==> src/rtl/hbc_pkg.sv <==
// ----------------------------------------------------------------------------
// Hashed block cache package
// Types, constants and helpers shared by the hashed block cache modules.
// ----------------------------------------------------------------------------
`default_nettype none
package hbc_pkg;

	localparam int ENTRIES_DEF = 32;
	localparam int BUCKETS_DEF = 13;
	localparam int BUCKET_W = 6;

	typedef enum logic [1:0] {
		OP_GET     = 2'd0,
		OP_RELEASE = 2'd1,
		OP_PIN     = 2'd2,
		OP_UNPIN   = 2'd3
	} op_t;

	typedef enum logic [1:0] {
		ST_OK     = 2'd0,
		ST_NOFREE = 2'd1,
		ST_COUNT  = 2'd2
	} status_t;

	typedef enum logic [1:0] {
		S_IDLE,
		S_HOME,
		S_SCAN,
		S_DONE
	} state_t;

	typedef struct packed {
		logic [1:0]  op;
		logic [7:0]  device;
		logic [31:0] block_number;
		logic [4:0]  slot;
		logic [31:0] now;
	} req_t;

	typedef struct packed {
		logic [4:0] slot_out;
		logic       hit;
		logic       needs_fill;
		logic [1:0] status;
	} rsp_t;

	// Fields of one entry as they travel around the ring of cells.
	typedef struct packed {
		logic [7:0]          device;
		logic [31:0]         block;
		logic                valid;
		logic [7:0]          refs;
		logic [31:0]         stamp;
		logic [BUCKET_W-1:0] bucket;
	} entry_t;

	// Commands from the controller to every cell.
	typedef struct packed {
		logic                rotate;
	} ring_ctl_t;

endpackage
`default_nettype wire

==> src/rtl/hbc_cell.sv <==
// ----------------------------------------------------------------------------
// Hashed block cache cell
// Holds one entry and passes it to its neighbor whenever the ring rotates.
// ----------------------------------------------------------------------------
`default_nettype none
module hbc_cell
	import hbc_pkg::*;
(
	input  wire logic      clk,
	input  wire logic      arst_n,
	input  wire ring_ctl_t ctl,
	input  wire entry_t    prev,
	output entry_t         cur
);

	entry_t entry_q;

	always_ff @(posedge clk or negedge arst_n) begin
		if (!arst_n) begin
			entry_q <= '0;
		end else if (ctl.rotate) begin
			entry_q <= prev;
		end
	end

	assign cur = entry_q;

endmodule
`default_nettype wire

==> config.mk <==
export PLATFORM = sky130hd
export DESIGN_NAME = hbc_cell
export DESIGN_NICKNAME = d
export VERILOG_FILES = /design/src/rtl/hbc_pkg.sv /design/src/rtl/hbc_cell.sv
export SDC_FILE = /design/constraint.sdc
export NUM_CORES = 1
export LEC_CHECK = 0
export BUFFER_PORTS_ARGS = -buffer_cell sky130_fd_sc_hd__buf_2
export CAP_MARGIN = 10
export CELL_PAD_IN_SITES_DETAIL_PLACEMENT = 1
export CELL_PAD_IN_SITES_GLOBAL_PLACEMENT = 2
export CORE_ASPECT_RATIO = 1.75
export CORE_MARGIN = 2
export CORE_UTILIZATION = 29
export DETAILED_ROUTE_END_ITERATION = 10
export HOLD_SLACK_MARGIN = 0.05
export PLACE_DENSITY_LB_ADDON = 0.1
export SLEW_MARGIN = 10
export SYNTH_ARGS = -nofsm -noshare
export SYNTH_HDL_FRONTEND = slang
export SYNTH_SLANG_ARGS = --single-unit
==> constraint.sdc <==
create_clock -name clk -period 1 [get_ports clk]
set_input_delay 0.2 -clock clk [delete_from_list [all_inputs] [get_ports clk]]
set_output_delay 0.2 -clock clk [all_outputs]
set_load 0.005 [all_outputs]
==> impl_results.md <==
- Max-slew violation count: 0
- Clock slew at reported path FFs: about 0.060 ns
- Critical path buffer and inverter count: 1
- Critical path capture point: cur[65]
- Most area-consuming cells after synthesis: dfrtp_1 (65%), mux2_2 (19%), mux2_4 (13%)
- Worst Slack Setup Final: -0.0608 ns
- Xor and xnor fraction of the mapped netlist area: 0%
- Later-pin clock latency in the skew report: approximately 0.33 ns
- Post-route DRC violation count: 0
- CTS tree: yes
- Number of buffer cells added on primary ports: ~180
- Count of flip-flops with a built-in enable after synthesis: 0
- Global-route congestion overflow total: 0
- R2r worst-path depth: 3
- Number of H-tree branching levels: 3
- RSZ-0062 raised after global routing: true
- Wire length reported by the detailed router: 9100 µm
- Post-Syn Instances: approximately 180
- Number of flip-flops in the largest register: 87
- Overall fraction of global-route tracks in use: between 10% and 20%
- Ordered cell list for the critical path: buf_2
- Max-Cap Viols: 0
- Tcrit/Tclk final: 106%
- Core ar.: 11400 µm²
- Final number of hold-violating endpoints: 0
- Synthesized netlist net count: 274
- Post-Place Worst Slack: -0.0832 ns
- Number of nets in the final layout: 500
- Top Ports: roughly 180
- Number of storage elements in the synthesis netlist: 87
- Fraction of the mapped netlist area in compound gates: 0%
- Most area-hungry cell type in the Yosys netlist: dfrtp_1
- Number of optimization iterations in the first detailed-route pass: 4
- Kind of launch point of the worst setup path: flip-flop
- Via count: approximately 2400
- Proportion of layout cells with a drive suffix above 1: 78.6%
- Final instance count without filler cells: 550
- Largest family of logic cells by synthesized area: multiplexers
- Tmin final: around 1.1 ns
- Delay of the slowest critical-path stage: ~0.39 ns
- Post-synthesis sequential area ratio: about two thirds
- Initial DRC count: 32
- Antenna Nets Post-Route: 0
- Kind of cell adding the most delay to the critical path: flip-flops
- Most used flip-flop cell after synthesis: dfrtp_1
- Status: finished with violations
- Synthesized area divided by synthesized cell count: between 15 and 20 µm²
- Yosys top cell area share: about two thirds
- Endpoint arrival time on the critical path: roughly 0.86 ns
- Number of antenna violations at the first check in global routing: 0
- Buffer depth of the longest clock path: 2
- Required time of the critical path: ~0.80 ns
- Synth top cells by count: dfrtp_1 (87), mux2_2 (57), mux2_4 (30)
- Post-synthesis async set-or-reset flop share: 100%
- Area added between synthesis and finish: 51.1%
- Die height: approximately 150 µm
- Critical path capture point type: output pin
- Routed length per placed instance: approximately 17 µm
- Die area: ~12000 µm²
- DR vias/cell: about 4.3
- GPL Wtd Cong: around 0.68
- Post-Synth Simple-Gate Area: 0%
- Critical path peak fanout: 2
- Share of synthesized area spent on multiplexers: between 30 and 40%
- Max-slew headroom: a little under 90%
- Reg-to-reg slack, setup: around 0.010 ns
- Worst setup path start: cur[65]
- Via count of the first global-routing pass: 2647
- Leakage dissipation: 2.59 nW
- Reg-to-reg endpoint: cur[85]
- Total Power: about 9 mW
- Clock root cell: clkbuf_16
- Type of the tightest min-delay check: in2reg
- Worst-Margin Slew: about 0.19 ns
- Placed cells: 494
- Layout Skew: 0 ns
- Count of cell types in the netlist: 5
- Die Width: 85.3 µm
- Half-perimeter wire length of the detailed placement result: between 6000 and 7000 µm
- Number of synthesis warnings: 0
- Violations in the final reports: setup timing
- Start-to-end type of the worst setup path: reg2out
- Initial core utilization: between 20 and 30%
- Number of buffers created by CTS: 9
- Launch instance of the worst register-to-register path: cur[85]
- Worst vdd ir: 940 µV
- Adder and majority gate portion of the synthesized area: 0%
- Leading cell type by number of instances after synthesis: dfrtp_1
- Maximum number of pins on one net before global-route repair: 33
- Global-route wire length before repair: approximately 14000 µm
- Area of the mapped netlist: 3350 µm²
- Crit path depth: 1
- Antenna diode count: 0
- Power per Cell Area: around 1700 nW/µm²
- Num rows: 52
- Crit-path slowest cell: dfrtp_1
- Final setup violating endpoints: 87
- Maximum frequency from static timing analysis: roughly 940 MHz
- Clock sink total: 87
==> timing repair <==
| item | in CTS | in global routing |
|---|---|---|
| endpoints found under the setup margin | 87 | 87 |
| resized for setup | 0 | 4 |
| hold buffers | 1 | 0 |
| endpoints found under the hold margin | 87 | 0 |
| gates cloned | 0 | 0 |
| setup buffers | 25 | 14 |
| pin swaps | 0 | 0 |
==> power by group <==
part,internal (mW),switching (mW)
Clock,1.93,1.34
Combinational,0.976,0.554
Sequential,3.87,0.165
Total,6.78,2.06
==> per-stage QoR <==
step	TNS (ns)	utilization, %	hold slack (ns)	instance area, µm²
3_5_place_dp	-4.29	39.1	0.0574	4450
5_1_grt	-6.97	44.5	0.0771	5060
6_report	-3.42	44.5	0.0881	5060
2_1_floorplan	-0.0461	-	-0.0956	3350
3_3_place_gp	-3.96	39.1	0.0544	4450
4_1_cts	-5.30	43.4	0.0705	4940
==> layer usage <==
layer	global-route usage, %	share of wire (%)	vias up
li1	-	-	1092
met1	15.7	36	1168
met2	26.2	53	119
met3	5.82	9.0	11
met4	5.71	1.5	0
met5	0	0	-
==> layout make-up <==
cell class                 count  area [µm²]
clock buffer                  10         229
clock inverter                 6        61.3
fill                        1209        6320
multi-input combinational     87        1100
sequential                    87        2180
tap                          135         169
timing repair buffer         225        1330
==> placed cells by master (no fill, tap or decap) <==
cell type	instances
buf_2	174
dfrtp_1	87
mux2_2	56
buf_4	42
mux2_4	31
clkbuf_16	9
buf_12	5
clkinv_2	3
buf_6	3
clkinvlp_4	1
clkinv_4	1
bufinv_16	1
clkbuf_1	1
dlygate4sd3_1	1
==> worst min path at each step <==
stage / startpoint / end / cells after the start
6_report: prev[59] / cur[59] / 2
5_1_grt: prev[23] / cur[23] / 2
4_1_cts: prev[7] / cur[7] / 2
3_5_place_dp: arst_n / cur[75] / 1
3_3_place_gp: arst_n / cur[75] / 1
2_1_floorplan: arst_n / cur[0] / 0
==> cells by family (layout without fill, tap and decap cells) <==
| family | count (synthesis) | in the layout |
|---|---|---|
| muxes | 87 | 87 |
| buffers and inverters | 10 | 241 |
| DFF | 87 | 87 |
Note: power is estimated with default switching activity, not from simulation.
